### src/hw/rtl/dhz_div.sv
// Pipelined restoring divider, one quotient bit per register stage.
// Self-contained; instantiated by dehaze_pixel_recovery_unit.
module dhz_div #(
  parameter int DW = 32,
  parameter int VW = 16,
  parameter int QW = 16
) (
  input  logic          clk,
  input  logic          rst_n,
  input  logic          en,
  input  logic          in_valid,
  input  logic [DW-1:0] in_dividend,
  input  logic [VW-1:0] in_divisor,
  output logic          out_valid,
  output logic [QW-1:0] out_quot,
  output logic [VW-1:0] out_rem
);

  // The caller guarantees in_dividend[DW-1:QW] < in_divisor, so the quotient fits QW bits.
  logic [VW-1:0] rem_r  [QW];
  logic [QW-1:0] low_r  [QW];
  logic [QW-1:0] quot_r [QW];
  logic [VW-1:0] dvs_r  [QW];
  logic          vld_r  [QW];

  genvar k;
  for (k = 0; k < QW; k++) begin : g_stage
    logic [VW-1:0] rem_i;
    logic [QW-1:0] low_i;
    logic [QW-1:0] quot_i;
    logic [VW-1:0] dvs_i;
    logic          vld_i;
    logic [VW:0]   trial;
    logic          ge;
    logic [VW-1:0] rem_nxt;

    if (k == 0) begin : g_first
      assign rem_i  = VW'(in_dividend[DW-1:QW]);
      assign low_i  = in_dividend[QW-1:0];
      assign quot_i = '0;
      assign dvs_i  = in_divisor;
      assign vld_i  = in_valid;
    end else begin : g_next
      assign rem_i  = rem_r[k-1];
      assign low_i  = low_r[k-1];
      assign quot_i = quot_r[k-1];
      assign dvs_i  = dvs_r[k-1];
      assign vld_i  = vld_r[k-1];
    end

    assign trial   = {rem_i, low_i[QW-1]};
    assign ge      = (trial >= {1'b0, dvs_i});
    assign rem_nxt = ge ? VW'(trial - {1'b0, dvs_i}) : VW'(trial);

    always_ff @(posedge clk) begin
      if (!rst_n) begin
        vld_r[k] <= 1'b0;
      end else if (en) begin
        vld_r[k] <= vld_i;
      end
    end

    always_ff @(posedge clk) begin
      if (en) begin
        rem_r[k]  <= rem_nxt;
        low_r[k]  <= low_i << 1;
        quot_r[k] <= (quot_i << 1) | QW'(ge);
        dvs_r[k]  <= dvs_i;
      end
    end
  end

  assign out_valid = vld_r[QW-1];
  assign out_quot  = quot_r[QW-1];
  assign out_rem   = rem_r[QW-1];

endmodule

### config.mk
export PLATFORM = sky130hd
export DESIGN_NAME = dhz_div
export DESIGN_NICKNAME = d
export VERILOG_FILES = /design/src/hw/rtl/dhz_div.sv
export SDC_FILE = /design/constraint.sdc
export NUM_CORES = 1
export LEC_CHECK = 0
export BUFFER_PORTS_ARGS = -buffer_cell sky130_fd_sc_hd__clkbuf_2
export CAP_MARGIN = 15
export CORE_MARGIN = 5
export CORE_UTILIZATION = 45
export CTS_BUF_LIST = sky130_fd_sc_hd__clkbuf_4
export CTS_CLUSTER_SIZE = 25
export DETAILED_ROUTE_END_ITERATION = 10
export PLACE_DENSITY = 0.63
export SYNTH_ARGS = -nofsm -noshare
export SYNTH_HDL_FRONTEND = slang
export SYNTH_SLANG_ARGS = --single-unit
### constraint.sdc
create_clock -name clk -period 3.8 [get_ports clk]
set_input_delay 0.76 -clock clk [delete_from_list [all_inputs] [get_ports clk]]
set_output_delay 0.76 -clock clk [all_outputs]
set_load 0.005 [all_outputs]
# After elaboration in Yosys (flattened, before gate mapping)
# Memory sizes are Yosys's and may differ from the RTL's.
# Cells that the tools add are included.
# Widths: inputs -> output; s select.
# op_classes
addsub	16
multipliers	0
n_div	0
order_cmp	16
n_eq_ne	0
n_shift	0
muxes	37
bitwise	31
n_reduce_logical	0
# op_table
operator	n
$ge 17x16->1	16
$mux 16	16
$sub 16x16->16	16
$or 16x1->16	15
$mux 1	21
$or 1x1->1	16
# word_totals
register_bits	0
latch_bits	0
mem_bits_rw	1024
romBits	0
in_bits	52
out_inout_bits	33
word_cells	105
n_memories	5
# memory_table
name	depth	word_bits	read_ports	rd_ports_with_merged_regs	wr	line	text
dvs_r	16	16	15	0	16	23	logic [VW-1:0] dvs_r [QW];
quot_r	16	16	16	0	16	22	logic [QW-1:0] quot_r [QW];
rem_r	16	16	16	0	16	20	logic [VW-1:0] rem_r [QW];
low_r	16	15	15	0	16	21	logic [QW-1:0] low_r [QW];
vld_r	16	1	16	0	16	24	logic vld_r [QW];

# Logic depth before layout (Yosys ltp)
# Gate-level depths: netlist of the first run.
# logic_depth
word_depth	4
depth_mapped	13
depth_no_buf	11

# Worst setup path after synthesis of the first run
# No wires, ideal clock.
# synth_timing
path_kind	input to register
from	input port in_divisor[6]
to	memory rem_r[0][10] (data pin)
setup_ps	260
arrival_ps	3038
t_required_ps	3540
path_slack_ps	502
stages	12
path_buffers	2
path_cell_list	inv_1 ha_1 a21o_1 a21o_1 o21ai_2 a21oi_2 a2111oi_4 nand3_1 a311o_1 buf_6 buf_12 mux2_4
# synth_rtl
item	line	text
from (decl)	13	input logic [VW-1:0] in_divisor,
to (decl)	20	

==> metrics.md, run 1 <==
| Metric | Value |
|---|---|
| Status | `completed` |
| Worst endpoint required time | `4.53 ns` |
| Critical-path top delay cell | `o41ai_1` |
| IO buf count | `84` |
| Synth top area share | `59.6%` |
| Setup_tns | `0 ns` |
| Total of max-cap violations | `0` |
| DR vias/cell | `5.31` |
| Post-CTS setup buffers | `0` |
| FF+latch count, synth | `768` |
| Core area | `85,300 um^2` |
| Worst-margin pin slew | `0.919 ns` |
| Inserted Clock Buffers | `204` |
| Count of final setup violators | `0` |
| Layout area overhead | `13.7%` |
| Die Width | `303 um` |
| Layout cells sized above 1 | `19.0%` |
| Final hold vios | `0` |
| Total Routing Usage GR | `16.9%` |
| Mapped Area | `38,700 um^2` |
| Antenna viol nets, final | `0` |
| Fmax achieved | `0.298 GHz` |
| Delay-heaviest family, CP | `compound AO/OA/AOI/OAI gates` |
| Share of total power in combinational logic | `41.3%` |
| Net Sw Frac | `34.4%` |
| Clk sinks | `768` |
| Utilization after layout | `51.6%` |
| Layout fillers | `7,293` |
| Critical Path AT | `4.09 ns` |
| Synth area leaders | `edfxtp_1 (60%), ha_1 (8.3%), mux2_2 (4.7%)` |
| Post-DR wirelength/cell | `16.7 um` |
| Die Y | `303 um` |
| Sequential-to-total area share from yosys stat | `59.6%` |
| # nets final | `3,641` |
| CTS Hold Bufs | `49` |
| LEAKAGE | `17.8 nW` |
| GR Overflow Total | `0` |
| DP Area | `40,900 um^2` |
| Most common cell after layout, fill and taps aside | `edfxtp_1` |
| Adder-Cell Fraction of Synth Area | `9.11%` |
| Hold Crit Class | `in -> reg` |
| CP Launch Type | `flip-flop` |
| Clock root buffer master | `clkbuf_4` |
| Clock-pin slew on the worst setup and hold paths | `0.06 ns` |
| Fin area | `44,000 um^2` |
| Crit Path Max Fanout | `3` |
| Largest net degree at the start of global routing | `111` |
| Most frequent cells in the layout | `edfxtp_1 (767), clkbuf_4 (314), inv_1 (311)` |
| Final worst-path cycle share | `88.4%` |
| Crit end category | `flip-flop` |
| First-pass GRT wire length | `126,000 um` |
| Initial antenna violation count | `1` |
| Crit path buffers/inverters | `0` |
| Top_reg_cell synth | `edfxtp_1` |
| Post-synthesis simple-gate area fraction | `7.06%` |
| Resized cells post-CTS | `0` |
| Tmin final | `3.36 ns` |
| Power density over cell area | `785 nW/um^2` |
| Post-synth EDFFs | `767` |
| Slew Limit Fails | `0` |
| Slew headroom | `38.1%` |
| XOR/XNOR share of the synthesized area | `3.96%` |
| FFs w/ async S/R, synth | `0%` |
| Io pins | `85` |
| DRT Wirelength | `77,100 um` |
| Clock Path Buffers | `3` |
| Synthesized net count | `3,290` |
| Clk pwr share | `20.8%` |
| WS Path Type | `reg -> reg` |
| Maximum vdd ir drop | `0.000294 V` |
| CTS tree | `yes` |
| Critical path's largest stage delay | `0.67 ns` |
| Setup Skew | `0.0505 ns` |
| Via count | `24,500` |
| Worst path cell trace | `ha_1 > fa_1 > nor2b_1 > o31a_1 > nor4_1 > o41ai_1 > a21oi_1 > o21ai_0 > o311ai_0 > mux2_2` |
| Synth area leader | `edfxtp_1` |
| Die area | `91,900 um^2` |
| Detailed Route Iter0 Violations | `1,563` |
| DP HPWL | `55,000 um` |
| Vias in the first global route | `25,200` |
| Compound-cell area share of the yosys netlist | `11.0%` |
| Post-Syn Instances | `2,966` |
| Rows | `107` |
| H-tree Lvls | `4` |
| Placed cell count | `4,206` |
| Detailed-route DRC error count | `0` |
| RSZ-0062 raised after global routing | `false` |
| Net switching power | `11.9 mW` |
| Clk Latency, worst-skew pair | `1.01 ns` |
| Multiplexer share of the synthesized area | `5.69%` |
| Syn avg cell area | `13.0 um^2` |
| Reg power frac | `37.9%` |
| Main combinational cell family by area after synthesis | `compound AO/OA/AOI/OAI gates` |
| Cell variety after synth | `86` |
| Synth Warn # | `0` |
| WHS | `0.233 ns` |
| TritonRoute pass-1 iters | `6` |
| Layout Cells excl Fill | `4,620` |
| RD Place Congestion | `0.887` |
| Internal power | `22.7 mW` |
| Initial core utilization | `45.3%` |
## state kept, by name (all words and copies together), names as in the netlist
| register | count |
|---|---|
| quot_r | 136 |
| rem_r | 256 |
| dvs_r | 240 |
| vld_r | 16 |
| low_r | 120 |
## path summary, 6_finish.rpt
path | from | endpoint | slack [ns] | cells past startpoint
max | dvs_r[12][0] | rem_r[6][28] | 0.44 | 10
min | en | dvs_r[0][10] | 0.23 | 1
min reg2reg | low_r[1][41] | low_r[1][57] | 0.39 | 0
max reg2reg | dvs_r[12][0] | rem_r[6][28] | 0.44 | 10
## per-layer routing
metal | share of wire, % | vias to the layer above | track usage (%)
met5 | 0 | - | 0
met4 | 2.9 | 0 | 7.59
met3 | 5.5 | 140 | 4.07
met2 | 47 | 656 | 27.3
met1 | 45 | 11800 | 21.8
li1 | - | 11900 | -
## synthesized netlist by cell type, drive strengths merged (6+ instances only)
master,n
inv,311
o31ai,19
nand2b,50
nor4,10
nor3,37
edfxtp,767
o31a,21
or3,8
nand2,128
fa,16
clkbuf,20
o211ai,11
nor2,165
and4,6
a21o,73
a21oi,167
a211oi,26
a211o,10
o41ai,9
nand3,31
o21a,57
xnor2,116
o21bai,14
xor2,59
o21ai,159
and3,21
mux2,169
nor2b,34
ha,256
a2111oi,8
a31oi,32
buf,17
mux2i,27
nand4,38
## through the flow
step | setup slack, ns | power, mW
finish | 0.442 | 34.5
global placement | 0.267 | 26.7
detailed placement | 0.187 | 27.2
global route | 0.245 | 37.0
floorplan | 0.502 | 23.6
CTS | 0.478 | 34.8
## final cells by class
class / instances / area, um^2 / area share, %
clock buffers: 314 / 2360 / 5.36
repair buffers: 182 / 1410 / 3.21
flip-flops and latches: 768 / 23100 / 52.4
well taps: 1144 / 1430 / 3.25
diodes: 2 / 5.00 / 0.0114
clock inverters: 49 / 280 / 0.637
inverters: 311 / 1170 / 2.65
multi-input cells: 1850 / 14300 / 32.5
## logic make-up after synthesis
| logic type | after synthesis |
|---|---|
| muxes | 196 |
| xor gates and xnor gates | 175 |
| and+or+nand+nor | 557 |
| adders and majority gates | 272 |
| buffers and inverters | 348 |
| DFF | 768 |
| AOI/OAI and AO/OA | 650 |
## power by group through the flow
| stage | logic (mW) | clock network [mW] | registers [mW] |
|---|---|---|---|
| 2_1_floorplan | 10.8 | 0 | 12.8 |
| 3_3_place_gp | 13.5 | 0 | 13.2 |
| 3_5_place_dp | 14.0 | 0 | 13.3 |
| 4_1_cts | 14.1 | 7.53 | 13.1 |
| 5_1_grt | 15.7 | 8.00 | 13.3 |
| 6_report | 14.3 | 7.17 | 13.1 |
No activity file was read; power rests on OpenSTA's default activity.
==> run 2, diff against run 1 <==
ABC_AREA = 1   (was unset)
TNS_END_PERCENT = 10   (was unset)
==> metrics.md, run 2 <==
| Metric | Value |
|---|---|
| Status | `completed (unchanged)` |
| Sequential-to-total area share from yosys stat | `51.3% (was 59.6%)` |
| Slew Limit Fails | `0 (unchanged)` |
| Crit Path Max Fanout | `17 (was 3)` |
| Post-DR wirelength/cell | `15.4 um (was 16.7 um)` |
| GR Overflow Total | `0 (unchanged)` |
| Largest net degree at the start of global routing | `94 (was 111)` |
| Worst endpoint required time | `4.60 ns (was 4.53 ns)` |
| Reg with most FFs | `rem_r (unchanged)` |
| Power density over cell area | `729 nW/um^2 (was 785 nW/um^2)` |
| Max FFs per register | `256 (unchanged)` |
| Synth top area share | `51.3% (was 59.6%)` |
| Initial core utilization | `45.5% (was 45.3%)` |
| Syn avg cell area | `8.54 um^2 (was 13.0 um^2)` |
| Delay-heaviest family, CP | `simple AND/OR/NAND/NOR gates (was compound AO/OA/AOI/OAI gates)` |
| Die Width | `326 um (was 303 um)` |
| Crit path buffers/inverters | `0 (unchanged)` |
| WS Path Type | `reg -> reg (unchanged)` |
| Detailed-route DRC error count | `0 (unchanged)` |
| Io pins | `85 (unchanged)` |
| RSZ-0062 raised after global routing | `false (unchanged)` |
| Layout fillers | `9,526 (was 7,293)` |
| DP HPWL | `80,800 um (was 55,000 um)` |
| Count of final setup violators | `0 (unchanged)` |
| Layout area overhead | `10.8% (was 13.7%)` |
| Critical Path AT | `3.41 ns (was 4.09 ns)` |
| Crit-path most repeated cell | `nand2_1` |
| Critical path's largest stage delay | `0.46 ns (was 0.67 ns)` |
| DRT Wirelength | `107,000 um (was 77,100 um)` |
| Core area | `98,700 um^2 (was 85,300 um^2)` |
| Clk sinks | `768 (unchanged)` |
| Register-to-Register Path Depth | `8 (was 10)` |
| Tmin final | `2.61 ns (was 3.36 ns)` |
| Die Y | `326 um (was 303 um)` |
| Clock-pin slew on the worst setup and hold paths | `0.06 ns (about the same)` |
| Worst Hold Path Cells | `1 (unchanged)` |
| Clock Path Buffers | `3 (unchanged)` |
| Slew headroom | `54.5% (was 38.1%)` |
| Crit end category | `flip-flop (unchanged)` |
| Clock root buffer master | `clkbuf_4 (unchanged)` |
| Critical-path top delay cell | `edfxtp_1 (was o41ai_1)` |
| FFs w/ async S/R, synth | `0% (unchanged)` |
| Mapped Area | `44,900 um^2 (was 38,700 um^2)` |
| Initial antenna violation count | `2 (was 1)` |
| RD Place Congestion | `0.888 (was 0.887)` |
| Final worst-path cycle share | `68.8% (was 88.4%)` |
| Maximum vdd ir drop | `0.000269 V (was 0.000294 V)` |
| LEAKAGE | `25.2 nW (was 17.8 nW)` |
| Worst-margin pin slew | `0.681 ns (was 0.919 ns)` |
| Synth area leader | `edfxtp_1 (unchanged)` |
| Clk Latency, worst-skew pair | `1.07 ns (was 1.01 ns)` |
| Resized cells post-CTS | `0 (unchanged)` |
| Antenna viol nets, final | `0 (unchanged)` |
| Setup_tns | `0 ns (unchanged)` |
| Utilization after layout | `50.4% (was 51.6%)` |
| Fmax achieved | `0.383 GHz (was 0.298 GHz)` |
| H-tree Lvls | `4 (unchanged)` |
| CTS tree | `yes (unchanged)` |
| CP Launch Type | `flip-flop (unchanged)` |
| Total Routing Usage GR | `20.1% (was 16.9%)` |
| Count leader, synth | `nand2_1 (was edfxtp_1)` |
| Hold Crit Class | `in -> reg (unchanged)` |
| Critical path depth | `8 (was 10)` |
| Final hold vios | `0 (unchanged)` |
| Synth area leaders | `edfxtp_1 (51%), nand2_1 (16%), inv_1 (8.6%) (was edfxtp_1 (60%), ha_1 (8.3%), mux2_2 (4.7%))` |
| Post-synth EDFFs | `767 (unchanged)` |
| Post-Syn Instances | `5,257 (was 2,966)` |
| TritonRoute pass-1 iters | `7 (was 6)` |
| FF+latch count, synth | `768 (unchanged)` |
| Die area | `106,000 um^2 (was 91,900 um^2)` |
| Total of max-cap violations | `0 (unchanged)` |
| Layout cells sized above 1 | `9.13% (was 19.0%)` |
| Setup Skew | `0.0577 ns (was 0.0505 ns)` |
| Detailed Route Iter0 Violations | `2,258 (was 1,563)` |
| Top_reg_cell synth | `edfxtp_1 (unchanged)` |
| Synth Warn # | `0 (unchanged)` |
| Inserted Clock Buffers | `205 (was 204)` |
| # nets final | `5,878 (was 3,641)` |
| Vias in the first global route | `33,400 (was 25,200)` |
| DR vias/cell | `4.88 (was 5.31)` |
| Cell variety after synth | `42 (was 86)` |
| Most frequent cells in the layout | `nand2_1 (1,954), inv_1 (1,026), edfxtp_1 (767) (was edfxtp_1 (767), clkbuf_4 (314), inv_1 (311))` |
| Top post-synthesis cells by count | `nand2_1 (1,954), inv_1 (1,026), edfxtp_1 (767) (was edfxtp_1 (767), inv_1 (311), ha_1 (256))` |
| Worst path cell trace | `ha_1 > a21oi_1 > o21a_1 > nand2_1 > nor2_4 > nand2_4 > nand2_1 > nand2_1 (was ha_1 > fa_1 > nor2b_1 > o31a_1 > nor4_1 > o41ai_1 > a21oi_1 > o21ai_0 > o311ai_0 > mux2_2)` |
| WHS | `0.233 ns (about the same)` |
| Largest registers | `rem_r (256), dvs_r (240), quot_r (136) (unchanged)` |
| Most common cell after layout, fill and taps aside | `nand2_1 (was edfxtp_1)` |
| IO buf count | `84 (unchanged)` |
| Via count | `34,100 (was 24,500)` |
| First-pass GRT wire length | `172,000 um (was 126,000 um)` |
| Synthesized net count | `5,581 (was 3,290)` |
| Rows | `115 (was 107)` |
## run 2: cell types whose count changed after synthesis, moves of 50 or more
| cell | delta |
|---|---|
| mux2_2 | -162 |
| a21o_1 | -73 |
| nand2b_1 | -50 |
| nand2_1 | +1826 |
| o21ai_0 | -147 |
| nand3_1 | +395 |
| inv_1 | +715 |
| xnor2_1 | -94 |
## run 2: logic make-up (layout without fill, tap and decap cells)
kind of cell | count (synthesis) | after routing | share of synthesized area (%)
adder cells (fa/ha/maj) | 272 | 272 | 7.85
flip-flops | 768 | 768 | 51.3
AO/OA/AOI/OAI | 174 | 174 | 2.10
AND/OR/NAND/NOR | 2850 | 2850 | 27.1
XOR/XNOR | 100 | 100 | 1.95
buffers and inverters | 1093 | 1531 | 9.64
other | 0 | 6 | 0
## run 2: final cells by class
type / instances / area (um^2) / area share (%)
clock buffers: 290 / 2180 / 4.38
inverters: 1032 / 3870 / 7.79
diodes: 6 / 15.0 / 0.0302
repair buffers: 151 / 1160 / 2.32
clock inverters: 58 / 353 / 0.709
well taps: 1287 / 1610 / 3.24
multi-input cells: 3396 / 17500 / 35.2
flip-flops and latches: 768 / 23100 / 46.3
## run 2: stage by stage
stage	instances	area (um^2)	power, mW	setup slack (ns)
after floorplan	5257	44900	25.0	1.52
after global placement	6585	46700	29.0	0.906
after detailed placement	6585	46700	29.2	0.891
after CTS	6982	49700	36.6	1.18
after global routing	6987	49800	39.6	1.02
final	6988	49800	36.3	1.19
## run 2: final timing paths
path | start | end | slack, ns
hold / removal | en | low_r[0][0] | 0.23
setup reg to reg | rem_r[1][13] | rem_r[1][27] | 1.19
hold reg to reg | low_r[0][36] | low_r[0][52] | 0.37
setup / recovery | rem_r[1][13] | rem_r[1][27] | 1.19
## run 2: repair_timing
item / CTS / global route
hold buffers: 49 / 0
hold endpoints to repair: 49 / 0
endpoints found under the setup margin: 0 / 0
setup buffers: 0 / 0
## run 2: layer usage
layer  track usage, %  up-vias  wire length [um]
met5                0        -                 0
li1                 -    17500                 -
met2             35.2      747             52600
met1             25.5    15700             47100
met3             3.36      174              4950
met4             6.74        0              2600
## run 2: report_power, final
group | switching (mW) | internal [mW] | leakage, nW
registers | 1.20 | 11.9 | 7.56
clock network | 3.42 | 3.66 | 1.50
logic | 10.6 | 5.45 | 16.1
